`src/hw/rtl/slt_pkg.sv`:
```
// ----------------------------------------------------------------------------
// Staircase lamp timer package
// Types, codes and reset constants shared by the lamp controller files.
// ----------------------------------------------------------------------------
package slt_pkg;

    localparam int PIN_W    = 4;
    localparam int TICK_W   = 16;
    localparam int COUNT_W  = 8;
    localparam int CODE_W   = 8;
    localparam int CFG_IDX_W = 2;
    localparam int CFG_DATA_W = 16;

    localparam logic [TICK_W-1:0]  HOLD_TICKS_RESET     = TICK_W'(2 * 10 * 60);
    localparam logic [COUNT_W-1:0] DEBOUNCE_LIMIT_RESET = COUNT_W'(10);
    localparam logic [PIN_W-1:0]   PIN_INVERT_RESET     = PIN_W'(10);

    localparam logic [CODE_W-1:0] TIMED_CODE = 8'b1010_0001;
    localparam logic [CODE_W-1:0] REQ_TIMED  = 8'b1110_0001;
    localparam logic [CODE_W-1:0] REQ_ON     = 8'b1100_0001;
    localparam logic [CODE_W-1:0] REQ_OFF    = 8'b1100_0000;
    localparam logic [CODE_W-1:0] BUSY_BITS  = 8'b1100_0000;
    localparam int HOLD_BIT = 6;
    localparam int ADD_BIT  = 5;

    localparam logic [PIN_W-1:0] TIMED_BUTTONS  = 4'b1001;
    localparam logic [PIN_W-1:0] TOGGLE_BUTTONS = 4'b0110;

    localparam logic [COUNT_W-1:0] COUNT_MAX = {COUNT_W{1'b1}};
    localparam logic [TICK_W-1:0]  TICK_MAX  = {TICK_W{1'b1}};

    typedef enum logic [0:0] {
        OP_SAMPLE = 1'b0,
        OP_TICK   = 1'b1
    } opcode_t;

    typedef enum logic [CFG_IDX_W-1:0] {
        REG_HOLD_TICKS     = 2'd0,
        REG_DEBOUNCE_LIMIT = 2'd1,
        REG_PIN_INVERT     = 2'd2
    } reg_index_t;

    typedef struct packed {
        logic [TICK_W-1:0]  hold_ticks;
        logic [COUNT_W-1:0] debounce_limit;
        logic [PIN_W-1:0]   pin_invert_mask;
    } cfg_t;

    typedef struct packed {
        opcode_t            opcode;
        logic [PIN_W-1:0]   pin_levels;
    } item_t;

    typedef struct packed {
        logic               lamp_lit;
        logic               indicator_led;
        logic               timed_mode;
        logic [TICK_W-1:0]  remaining_ticks;
    } result_t;

endpackage

```
`src/hw/rtl/slt_if.sv`:
```
// ----------------------------------------------------------------------------
// Staircase lamp timer channels
// Valid/ready channel interfaces for sample items and result items.
// ----------------------------------------------------------------------------
interface slt_in_if;
    import slt_pkg::*;

    logic             valid;
    logic             ready;
    opcode_t          opcode;
    logic [PIN_W-1:0] pin_levels;

    modport source (output valid, output opcode, output pin_levels, input ready);
    modport sink   (input valid, input opcode, input pin_levels, output ready);
endinterface

interface slt_out_if;
    import slt_pkg::*;

    logic              valid;
    logic              ready;
    logic              lamp_lit;
    logic              indicator_led;
    logic              timed_mode;
    logic [TICK_W-1:0] remaining_ticks;

    modport source (output valid, output lamp_lit, output indicator_led,
                    output timed_mode, output remaining_ticks, input ready);
    modport sink   (input valid, input lamp_lit, input indicator_led,
                    input timed_mode, input remaining_ticks, output ready);
endinterface

```
`src/hw/rtl/slt_cfg.sv`:
```
// ----------------------------------------------------------------------------
// Staircase lamp timer configuration registers
// Write-only register file for hold time, debounce limit and pin polarity.
// ----------------------------------------------------------------------------
module slt_cfg
(
    input  logic                           clk,
    input  logic                           rst_n,
    input  logic                           cfg_we,
    input  logic [slt_pkg::CFG_IDX_W-1:0]  cfg_index,
    input  logic [slt_pkg::CFG_DATA_W-1:0] cfg_data,
    output slt_pkg::cfg_t                  cfg
);
    import slt_pkg::*;

    cfg_t cfg_reg;

    always_ff @(posedge clk or negedge rst_n)
    begin
        if (!rst_n)
        begin
            cfg_reg.hold_ticks      <= HOLD_TICKS_RESET;
            cfg_reg.debounce_limit  <= DEBOUNCE_LIMIT_RESET;
            cfg_reg.pin_invert_mask <= PIN_INVERT_RESET;
        end
        else if (cfg_we)
        begin
            case (cfg_index)
                REG_HOLD_TICKS:     cfg_reg.hold_ticks      <= cfg_data[TICK_W-1:0];
                REG_DEBOUNCE_LIMIT: cfg_reg.debounce_limit  <= cfg_data[COUNT_W-1:0];
                REG_PIN_INVERT:     cfg_reg.pin_invert_mask <= cfg_data[PIN_W-1:0];
                default:            ;
            endcase
        end
    end

    assign cfg = cfg_reg;

endmodule

```
`src/hw/rtl/slt_core.sv`:
```
// ----------------------------------------------------------------------------
// Staircase lamp timer core
// Debounce, request commit and countdown state with its one-item update.
// ----------------------------------------------------------------------------
module slt_core
(
    input  logic            clk,
    input  logic            rst_n,
    input  slt_pkg::cfg_t   cfg,
    input  logic            step,
    input  slt_pkg::item_t  item,
    output slt_pkg::result_t result_next
);
    import slt_pkg::*;

    logic [PIN_W-1:0]   last_pattern_reg, last_pattern_next;
    logic [COUNT_W-1:0] press_count_reg, press_count_next;
    logic [COUNT_W-1:0] release_count_reg, release_count_next;
    logic [CODE_W-1:0]  pending_reg, pending_next;
    logic [CODE_W-1:0]  lamp_mode_reg, lamp_mode_next;
    logic [TICK_W-1:0]  countdown_reg, countdown_next;
    logic               flash_reg, flash_next;

    always_comb
    begin
        logic [PIN_W-1:0]   pat;
        logic [COUNT_W-1:0] pc_inc;
        logic [CODE_W-1:0]  committed;
        logic [TICK_W:0]    sum;
        logic [TICK_W-1:0]  cd_dec;

        last_pattern_next  = last_pattern_reg;
        press_count_next   = press_count_reg;
        release_count_next = release_count_reg;
        pending_next       = pending_reg;
        lamp_mode_next     = lamp_mode_reg;
        countdown_next     = countdown_reg;
        flash_next         = flash_reg;

        pat       = item.pin_levels ^ cfg.pin_invert_mask;
        pc_inc    = (press_count_reg == COUNT_MAX) ? COUNT_MAX : press_count_reg + 1'b1;
        committed = pending_reg;
        committed[HOLD_BIT] = 1'b0;
        sum       = {1'b0, countdown_reg} + {1'b0, cfg.hold_ticks};
        cd_dec    = countdown_reg - 1'b1;

        case (item.opcode)
            OP_SAMPLE:
            begin
                if (pat != '0)
                begin
                    if ((pending_reg & BUSY_BITS) == '0)
                    begin
                        if (pat == last_pattern_reg)
                        begin
                            press_count_next = pc_inc;
                            if (pc_inc > cfg.debounce_limit)
                            begin
                                if ((pat & TIMED_BUTTONS) != '0)
                                begin
                                    pending_next = REQ_TIMED;
                                end
                                else if ((pat & TOGGLE_BUTTONS) != '0)
                                begin
                                    pending_next   = (lamp_mode_reg != '0) ? REQ_OFF : REQ_ON;
                                    countdown_next = '0;
                                end
                            end
                        end
                        else
                        begin
                            last_pattern_next  = pat;
                            press_count_next   = '0;
                            release_count_next = '0;
                        end
                    end
                    else
                    begin
                        release_count_next = '0;
                    end
                end
                else
                begin
                    press_count_next = '0;
                    if (pending_reg[HOLD_BIT])
                    begin
                        if (release_count_reg > cfg.debounce_limit)
                        begin
                            if (committed[ADD_BIT])
                            begin
                                countdown_next = sum[TICK_W] ? TICK_MAX : sum[TICK_W-1:0];
                            end
                            lamp_mode_next = committed;
                            pending_next   = '0;
                        end
                        release_count_next = (release_count_reg == COUNT_MAX) ?
                                             COUNT_MAX : release_count_reg + 1'b1;
                    end
                end
            end
            OP_TICK:
            begin
                if (!lamp_mode_reg[0])
                begin
                    lamp_mode_next = '0;
                    flash_next     = 1'b0;
                end
                if (countdown_reg != '0 && lamp_mode_reg == TIMED_CODE)
                begin
                    flash_next     = !flash_reg;
                    countdown_next = cd_dec;
                    if (cd_dec == '0)
                    begin
                        lamp_mode_next = '0;
                    end
                end
                else
                begin
                    countdown_next = '0;
                end
            end
            default:
            begin
            end
        endcase
    end

    always_ff @(posedge clk or negedge rst_n)
    begin
        if (!rst_n)
        begin
            last_pattern_reg  <= '0;
            press_count_reg   <= '0;
            release_count_reg <= '0;
            pending_reg       <= '0;
            lamp_mode_reg     <= '0;
            countdown_reg     <= '0;
            flash_reg         <= 1'b0;
        end
        else if (step)
        begin
            last_pattern_reg  <= last_pattern_next;
            press_count_reg   <= press_count_next;
            release_count_reg <= release_count_next;
            pending_reg       <= pending_next;
            lamp_mode_reg     <= lamp_mode_next;
            countdown_reg     <= countdown_next;
            flash_reg         <= flash_next;
        end
    end

    assign result_next.lamp_lit        = lamp_mode_next[0];
    assign result_next.indicator_led   = flash_next;
    assign result_next.timed_mode      = (lamp_mode_next == TIMED_CODE);
    assign result_next.remaining_ticks = countdown_next;

endmodule

```
`src/hw/rtl/staircase_lamp_timer_controller.sv`:
```
// ----------------------------------------------------------------------------
// Staircase lamp timer controller
// Four-button debounced lamp control with timed and toggle modes.
// ----------------------------------------------------------------------------
// A result passes through the input register, then the result register, before it is offered.
// Throughput: one item per cycle while results are taken; the core state updates once per item.
// An empty input register takes one more item while a result waits; then the input stalls.
// Reset: asynchronous, active low; clears valid flags and core state, loads register defaults.
module staircase_lamp_timer_controller
(
    input  logic                           clk,
    input  logic                           rst_n,
    slt_in_if.sink                         sample,
    slt_out_if.source                      result,
    input  logic                           cfg_we,
    input  logic [slt_pkg::CFG_IDX_W-1:0]  cfg_index,
    input  logic [slt_pkg::CFG_DATA_W-1:0] cfg_data
);
    import slt_pkg::*;

    cfg_t    cfg;
    item_t   item_reg;
    logic    item_valid_reg;
    result_t res_reg;
    result_t res_next;
    logic    res_valid_reg;
    logic    advance;

    slt_cfg u_cfg
    (
        .clk       (clk),
        .rst_n     (rst_n),
        .cfg_we    (cfg_we),
        .cfg_index (cfg_index),
        .cfg_data  (cfg_data),
        .cfg       (cfg)
    );

    slt_core u_core
    (
        .clk         (clk),
        .rst_n       (rst_n),
        .cfg         (cfg),
        .step        (advance),
        .item        (item_reg),
        .result_next (res_next)
    );

    assign advance      = item_valid_reg && (!res_valid_reg || result.ready);
    assign sample.ready = !item_valid_reg || advance;

    always_ff @(posedge clk or negedge rst_n)
    begin
        if (!rst_n)
        begin
            item_valid_reg <= 1'b0;
            res_valid_reg  <= 1'b0;
        end
        else
        begin
            if (sample.ready)
            begin
                item_valid_reg <= sample.valid;
            end
            if (advance)
            begin
                res_valid_reg <= 1'b1;
            end
            else if (result.ready)
            begin
                res_valid_reg <= 1'b0;
            end
        end
    end

    always_ff @(posedge clk)
    begin
        if (sample.valid && sample.ready)
        begin
            item_reg.opcode     <= sample.opcode;
            item_reg.pin_levels <= sample.pin_levels;
        end
        if (advance)
        begin
            res_reg <= res_next;
        end
    end

    assign result.valid           = res_valid_reg;
    assign result.lamp_lit        = res_reg.lamp_lit;
    assign result.indicator_led   = res_reg.indicator_led;
    assign result.timed_mode      = res_reg.timed_mode;
    assign result.remaining_ticks = res_reg.remaining_ticks;

endmodule

```
`src/flat_wrapper.sv`:
```
// flat-port wrapper written by rule: the top's interface ports become plain ports
module staircase_lamp_timer_controller_flat import slt_pkg::*;
  (clk, rst_n, cfg_we, cfg_index, cfg_data, sample_valid, sample_opcode, sample_pin_levels, sample_ready, result_valid, result_lamp_lit, result_indicator_led, result_timed_mode, result_remaining_ticks, result_ready);
  slt_in_if sample_i ();
  slt_out_if result_i ();
  input  logic clk;
  input  logic rst_n;
  input  logic cfg_we;
  input  logic [slt_pkg::CFG_IDX_W-1:0] cfg_index;
  input  logic [slt_pkg::CFG_DATA_W-1:0] cfg_data;
  input wire logic [$bits(sample_i.valid)-1:0] sample_valid;
  input wire logic [$bits(sample_i.opcode)-1:0] sample_opcode;
  input wire logic [$bits(sample_i.pin_levels)-1:0] sample_pin_levels;
  output wire logic [$bits(sample_i.ready)-1:0] sample_ready;
  output wire logic [$bits(result_i.valid)-1:0] result_valid;
  output wire logic [$bits(result_i.lamp_lit)-1:0] result_lamp_lit;
  output wire logic [$bits(result_i.indicator_led)-1:0] result_indicator_led;
  output wire logic [$bits(result_i.timed_mode)-1:0] result_timed_mode;
  output wire logic [$bits(result_i.remaining_ticks)-1:0] result_remaining_ticks;
  input wire logic [$bits(result_i.ready)-1:0] result_ready;
  assign sample_i.valid = sample_valid;
  assign sample_i.opcode = sample_opcode;
  assign sample_i.pin_levels = sample_pin_levels;
  assign sample_ready = sample_i.ready;
  assign result_valid = result_i.valid;
  assign result_lamp_lit = result_i.lamp_lit;
  assign result_indicator_led = result_i.indicator_led;
  assign result_timed_mode = result_i.timed_mode;
  assign result_remaining_ticks = result_i.remaining_ticks;
  assign result_i.ready = result_ready;
  staircase_lamp_timer_controller u_core (.clk(clk), .rst_n(rst_n), .sample(sample_i), .result(result_i), .cfg_we(cfg_we), .cfg_index(cfg_index), .cfg_data(cfg_data));
endmodule
```
`config.mk`:
```
export PLATFORM = sky130hd
export DESIGN_NAME = staircase_lamp_timer_controller_flat
export DESIGN_NICKNAME = d
export VERILOG_FILES = /design/src/hw/rtl/slt_pkg.sv /design/src/hw/rtl/slt_if.sv /design/src/hw/rtl/slt_cfg.sv /design/src/hw/rtl/slt_core.sv /design/src/hw/rtl/staircase_lamp_timer_controller.sv /design/src/flat_wrapper.sv
export SDC_FILE = /design/constraint.sdc
export NUM_CORES = 1
export LEC_CHECK = 0
export BUFFER_PORTS_ARGS = -buffer_cell sky130_fd_sc_hd__buf_2
export CAP_MARGIN = 20
export CORE_MARGIN = 2
export CORE_UTILIZATION = 61
export DETAILED_ROUTE_END_ITERATION = 8
export PLACE_DENSITY = 0.85
export SLEW_MARGIN = 5
export SYNTH_ARGS = -nofsm -noshare
export SYNTH_HDL_FRONTEND = slang
export SYNTH_HIERARCHICAL = 1
export SYNTH_SLANG_ARGS = --single-unit
export TNS_END_PERCENT = 1
```
`constraint.sdc`:
```
create_clock -name clk -period 3.6 [get_ports clk]
set_input_delay 0.72 -clock clk [delete_from_list [all_inputs] [get_ports clk]]
set_output_delay 0.72 -clock clk [all_outputs]
set_load 0.005 [all_outputs]
```
## Word level (Yosys, flattened, before mapping)

Cells that the tools add are included.

| storage, ports and cells | value |
|---|---|
| register bits after elaboration | 107 |

| operators by class | value |
|---|---|
| add/sub/neg operators | 4 |
| $lt $le $gt $ge | 2 |
| eq/ne operators | 12 |
| multiplexer cells | 42 |
| bitwise gates (word level) | 3 |
| reduce and logical (&&, ||, !) cells | 27 |

Operators with widths:

| kind | number |
|---|---|
| $mux 8 | 23 |
| $mux 16 | 11 |
| $eq 8x8->1 const B | 4 |
| $pmux 16 s2 | 1 |
| $add 16x16->17 | 1 |
| $add 8x1->8 const B | 2 |
| $gt 8x8->1 | 2 |
| $logic_not 16->1 | 1 |
| $pmux 8 s2 | 1 |
| $reduce_bool 16->1 | 1 |
| $sub 16x1->16 const B | 1 |
| $reduce_bool 4->1 | 3 |
| $logic_not 8->1 | 1 |
| $reduce_and 8->1 | 1 |
| $reduce_bool 8->1 | 1 |
| $mux 1 | 6 |
| $ne 2x1->1 const B | 3 |
| $reduce_and 2->1 | 3 |
| $reduce_and 6->1 | 1 |
| $reduce_bool 2->1 | 3 |
| $reduce_and 5->1 | 1 |
| $eq 4x4->1 | 1 |
| $reduce_and 4->1 | 1 |
| $xor 4x4->4 | 1 |
| other kinds (10) | 16 |

## Longest topological paths before layout

| depth | value |
|---|---|
| depth after elaboration | 9 |
| mapped depth | 14 |
| depth with buffers taken out | 13 |

## Hierarchy

Netlist, hierarchy kept.

By module, submodules not included:

| module | instances | cells an instance | area each (um^2) | sequential area each (um^2) |
|---|---|---|---|---|
| slt_core | 1 | 578 | 4626.9 | 1226.2 |
| slt_cfg | 1 | 60 | 1071.0 | 710.7 |
| staircase_lamp_timer_controller | 1 | 32 | 824.5 | 770.7 |

## Worst setup path after synthesis

OpenSTA, ideal clock, no wires.

| timing | value |
|---|---|
| kind | flip-flop to flip-flop |
| start point | reg u_core.u_core.press_count_reg[0] |
| end point | reg u_core.u_core.countdown_reg[2] |
| library setup time | 0.126 ns |
| arrival time | 3.170 ns |
| slack | 0.304 ns |
| cell stages (with the launch flop) | 15 |
| path buffers | 1 |
| cells stage by stage | dfrtp_1 ha_1 and3_1 and3_1 and2_1 a21oi_1 ha_1 nand4_1 o21ai_0 or3_1 a211o_1 and2_4 buf_6 a22o_1 a221o_1 |

| on the way | value |
|---|---|
| longest elaborated chain between the ends | 8 |
| elaborated cells between the ends (all ways) | 9 |
| those cells by class | add/sub (1); order compare (1); eq/ne (1); mux (6) |

RTL lines:

| element | line | text |
|---|---|---|
| start: declaration | slt_core.sv:17 | `logic [COUNT_W-1:0] press_count_reg, press_count_next;` |
| start signal: assignment | slt_core.sv:143 | `press_count_reg <= press_count_next;` |
| $add 8x1->8 or $eq 8x8->1 (tied branches) | slt_core.sv:41 | `pc_inc = (press_count_reg == COUNT_MAX) ? COUNT_MAX : press_count_reg + 1'b1;` |
| $mux 8 * | slt_core.sv:41 |  |
| $gt 8x8->1 * | slt_core.sv:57 | `if (pc_inc > cfg.debounce_limit)` |
| $mux 16 * | slt_core.sv:57 |  |
| $mux 16 * | slt_core.sv:54 | `if (pat == last_pattern_reg)` |
| $mux 16 * | slt_core.sv:52 | `if ((pending_reg & BUSY_BITS) == '0)` |
| $mux 16 * | slt_core.sv:50 | `if (pat != '0)` |
| $pmux 16 s2 * | slt_core.sv:47 | `case (item.opcode)` |
| end signal: assignment | slt_core.sv:147 | `countdown_reg <= countdown_next;` |
| end: declaration | slt_core.sv:21 | `logic [TICK_W-1:0] countdown_reg, countdown_next;` |

Every way passes the cells marked *; elsewhere a longest branch is shown, timed or not.
A chain may end at the register's enable or synchronous reset.

## Worst setup path after layout

Same ends and word-level chain as after synthesis.

==> results.txt <==
----------------------------------------------------
[Pwr]
  Portion of total power attributed to sequential cells ... 47.9%
  Share of total power consumed by net switching ... 33.5%
  Gate power share ... 27.6%
  Areal power density over the cells ... 429 nW/µm²
  Total leakage power ... 3.13 nW
  Switching power total ... 0.00103 W
  Max rail drop VDD ... 0.429 mV
  Internal power of the cells ... 0.00204 W
  Clock group share of total power ... 24.5%

[Cells and area]
  Nets ... 784
  Antenna Cells ... 0
  Area growth, synth to finish ... 9.84%
  Filler cell count ... 808
  Final Non-Filler Cells ... 860
  Share of layout cells above drive strength 1 ... 18.1%
  Number of flip-flops in the largest register ... 28

[Routing]
  Total wirelength of the detailed-routed design ... 16500 µm
  Detailed-routing iteration count for the pre-antenna-repair pass ... 5
  Post-detailed-route wirelength per cell ... 19.1 µm
  DR vias ... 5607
  Number of nets with antenna violations after detailed routing ... 0
  Number of design-rule violations left by the first detailed-router iteration ... 543
  Vias/cell ... 6.52
  DR DRC count ... 0

[Logic synthesis]
  Cell types with the highest counts after synthesis ... 71 x dfrtp_1, 53 x nand2_1, 51 x a21oi_1, 46 x nor2_1, 44 x o21ai_0
  Synthesized area per cell ... 9.74 µm²
  Most area-hungry cell type in the Yosys netlist ... dfrtp_1
  Fraction of post-synthesis cell area in the top cell type by area ... 27.2%
  Share of the yosys chip area belonging to registers ... 41.5%
  Synthesized instance count ... 670
  Share of async-settable or async-resettable flops after synthesis ... 76.7%
  Syn_nets ... 735
  Flip-flop cell with the highest count after synthesis ... dfrtp_1
  Top cells by area in the synthesized netlist ... dfrtp_1 27%, edfxtp_1 11%, ha_1 6.9%
  Count of distinct cell types in the synthesized netlist ... 71
  Number of warnings printed during yosys synthesis ... 6
  Dominant cell by count in the synthesized netlist ... dfrtp_1
  Number of enable-type register cells in the synthesized netlist ... 24
  Flip-flop and latch count after synthesis ... 103
  Post-synth design cell area ... 6520 µm²

[Critical path]
  Critical Path End Type ... register
  Launching element type of the critical path ... register
  Cell-by-cell trace of the critical path ... ha_1 -> and3_4 -> and3_1 -> and2_1 -> a21oi_2 -> ha_1 -> nand4_1 -> o21ai_1 -> or3_1 -> a211o_1 -> and2_4 -> a22o_1 -> a221o_1
  Most used cell, CP ... ha_1
  Worst path slowest cell ... dfrtp_1
  Worst endpoint data arrival time ... 3.70 ns
  Required time of the critical path ... 3.88 ns
  Maximum fanout count along the critical path ... 9
  Worst stage delay on the critical path ... 0.41 ns
  Critical path start-end classification ... register to register

[Die]
  Initial core utilization ... 62.9%
  Die Y ... 107 µm
  Core box area ... 10400 µm²
  Die ar. ... 11500 µm²
  I/O pin cnt ... 49
  Die width ... 107 µm
  Number of cell rows ... 37

[STA]
  Final count of hold timing violations ... 0
  Max transition margin ... 36.5%
  Final setup vio count ... 0
  Setup total negative slack ... 0 ns
  FMAX ... 293 MHz
  Setup repair after global routing missed its margin ... false
  Final period util ... 94.9%
  Worst Max-Slew Pin Slew ... 0.952 ns
  Fin Clk Skew ... 0.0173 ns
  Final max-slew violation count ... 0
  Final critical path time including I/O delays and setup ... 3.42 ns

[Clock network]
  Buffer type at the clock tree root ... clkbuf_8
  Number of buffers created by CTS ... 9
  Number of H-tree levels ... 3
  Number of hold buffers added after cts ... 0
  Worst skew pair latency ... 0.40 ns
  Clock transition at the registers of the reported paths ... 0.11 ns
  Number of sinks handled by clock tree synthesis ... 103
  Maximum clock insertion buffer count ... 2
  CTS tree ... yes

[Global route]
  Overall routing resource usage ... 29.7%
  First-pass GRT wire length ... 26600 µm
  Largest net degree at the start of global routing ... 80
  Initial antenna violation count ... 0
  Vias in the first global route ... 5369
  Remaining global-route overflow ... 0

[Place]
  Hpwl dp ... 12100 µm
  Number of buffers inserted by port buffering ... 48
  Placed Cells incl. Taps ... 842
  Placer congestion estimate ... 0.980

[Status]
  Result of the run ... finished clean

[Run]
  MaxCap Viol Count ... 0

[Worst hold path]
  Class of the most critical hold timing path ... input port to async pin

----------------------------------------------------
==> power groups by stage <==
| stage | combinational [W] | sequential [W] | clock [W] |
|---|---|---|---|
| 2_1_floorplan | 0.000623 | 0.00145 | 0 |
| 3_3_place_gp | 0.000797 | 0.00148 | 0 |
| 3_5_place_dp | 0.000828 | 0.00149 | 0 |
| 4_1_cts | 0.000832 | 0.00147 | 0.000764 |
| 5_1_grt | 0.000932 | 0.00148 | 0.000812 |
| 6_report | 0.000848 | 0.00147 | 0.000754 |
==> cell type report <==
class	instances	area, µm²	area share [%]
Multi-Input combinational cell	518	3610	50.5
Sequential cell	103	2710	37.8
Timing Repair Buffer	64	383	5.34
Tap cell	136	170	2.38
Clock buffer	9	124	1.73
Inverter	23	86.3	1.21
Clock inverter	7	78.8	1.10
==> final timing paths <==
| path | startpoint | endpoint | slack, ns | cells after the start |
|---|---|---|---|---|
| hold / removal | rst_n | u_core/u_core/press_count_reg[5] | 0.23 | 1 |
| min in group clk | sample_pin_levels[2] | u_core/item_reg[2] | 0.49 | 1 |
| hold reg to reg | u_core/u_core/lamp_mode_reg[4] | u_core/u_core/lamp_mode_reg[4] | 0.51 | 1 |
| setup / recovery | u_core/u_core/press_count_reg[0] | u_core/u_core/countdown_reg[2] | 0.18 | 13 |
| setup reg to reg | u_core/u_core/press_count_reg[0] | u_core/u_core/countdown_reg[2] | 0.18 | 13 |
| max in group asynchronous | rst_n | u_core/u_cfg/cfg[1] | 2.73 | 2 |
==> stage by stage <==
| stage | hold slack (ns) | total power, W | setup WS, ns | cell area, µm² | utilization (%) |
|---|---|---|---|---|---|
| finish | 0.233 | 0.00307 | 0.183 | 7160 | 69.1 |
| global route | 0.237 | 0.00323 | 0.0236 | 7160 | 69.1 |
| CTS | 0.478 | 0.00306 | 0.132 | 7120 | 68.7 |
| detailed placement | 0.485 | 0.00232 | 0.156 | 6920 | 66.7 |
| global placement | 0.476 | 0.00228 | 0.237 | 6920 | 66.7 |
| floorplan | 0.424 | 0.00207 | 0.304 | 6520 | - |
==> cell families after synthesis <==
family,count (synthesis),synth area share [%]
AO/OA/AOI/OAI,196,19.4
XOR/XNOR,31,5.01
adder cells (fa/ha/maj),37,7.21
buffers and inverters,49,3.20
flip-flops,103,41.5
multiplexers,36,6.18
AND/OR/NAND/NOR,218,17.5
==> layout by cell type, fill, tap and decap left out, drive strengths merged, types with 12 or more instances in the layout <==
cell / count
dfrtp: 71
buf: 64
nand2: 53
a21oi: 51
o21ai: 50
nor2: 46
ha: 36
mux2: 34
nand3: 30
edfxtp: 24
inv: 24
xor2: 15
nor3: 15
xnor2: 12
==> timing repair <==
item | in CTS | in global routing
setup endpoints to repair | 0 | 5
buffers inserted | 0 | 1
gates resized for setup | 0 | 3
==> per-layer routing <==
metal	global-route usage, %	vias up	share of wire (%)
li1	-	2598	-
met1	40.2	2714	42
met2	47.5	258	48
met3	7.14	37	8.4
met4	9.71	0	1.8
met5	0	-	0
==> critical path, delay by kind of cell, from the launching register on <==
| kind | cells | cell delay [ns] |
|---|---|---|
| AOI/OAI and AO/OA | 5 | 1.17 |
| and+or+nand+nor | 6 | 1.21 |
| DFF | 1 | 0.41 |
| adders and majority gates | 2 | 0.51 |
Note: power is estimated with default switching activity, not from simulation.
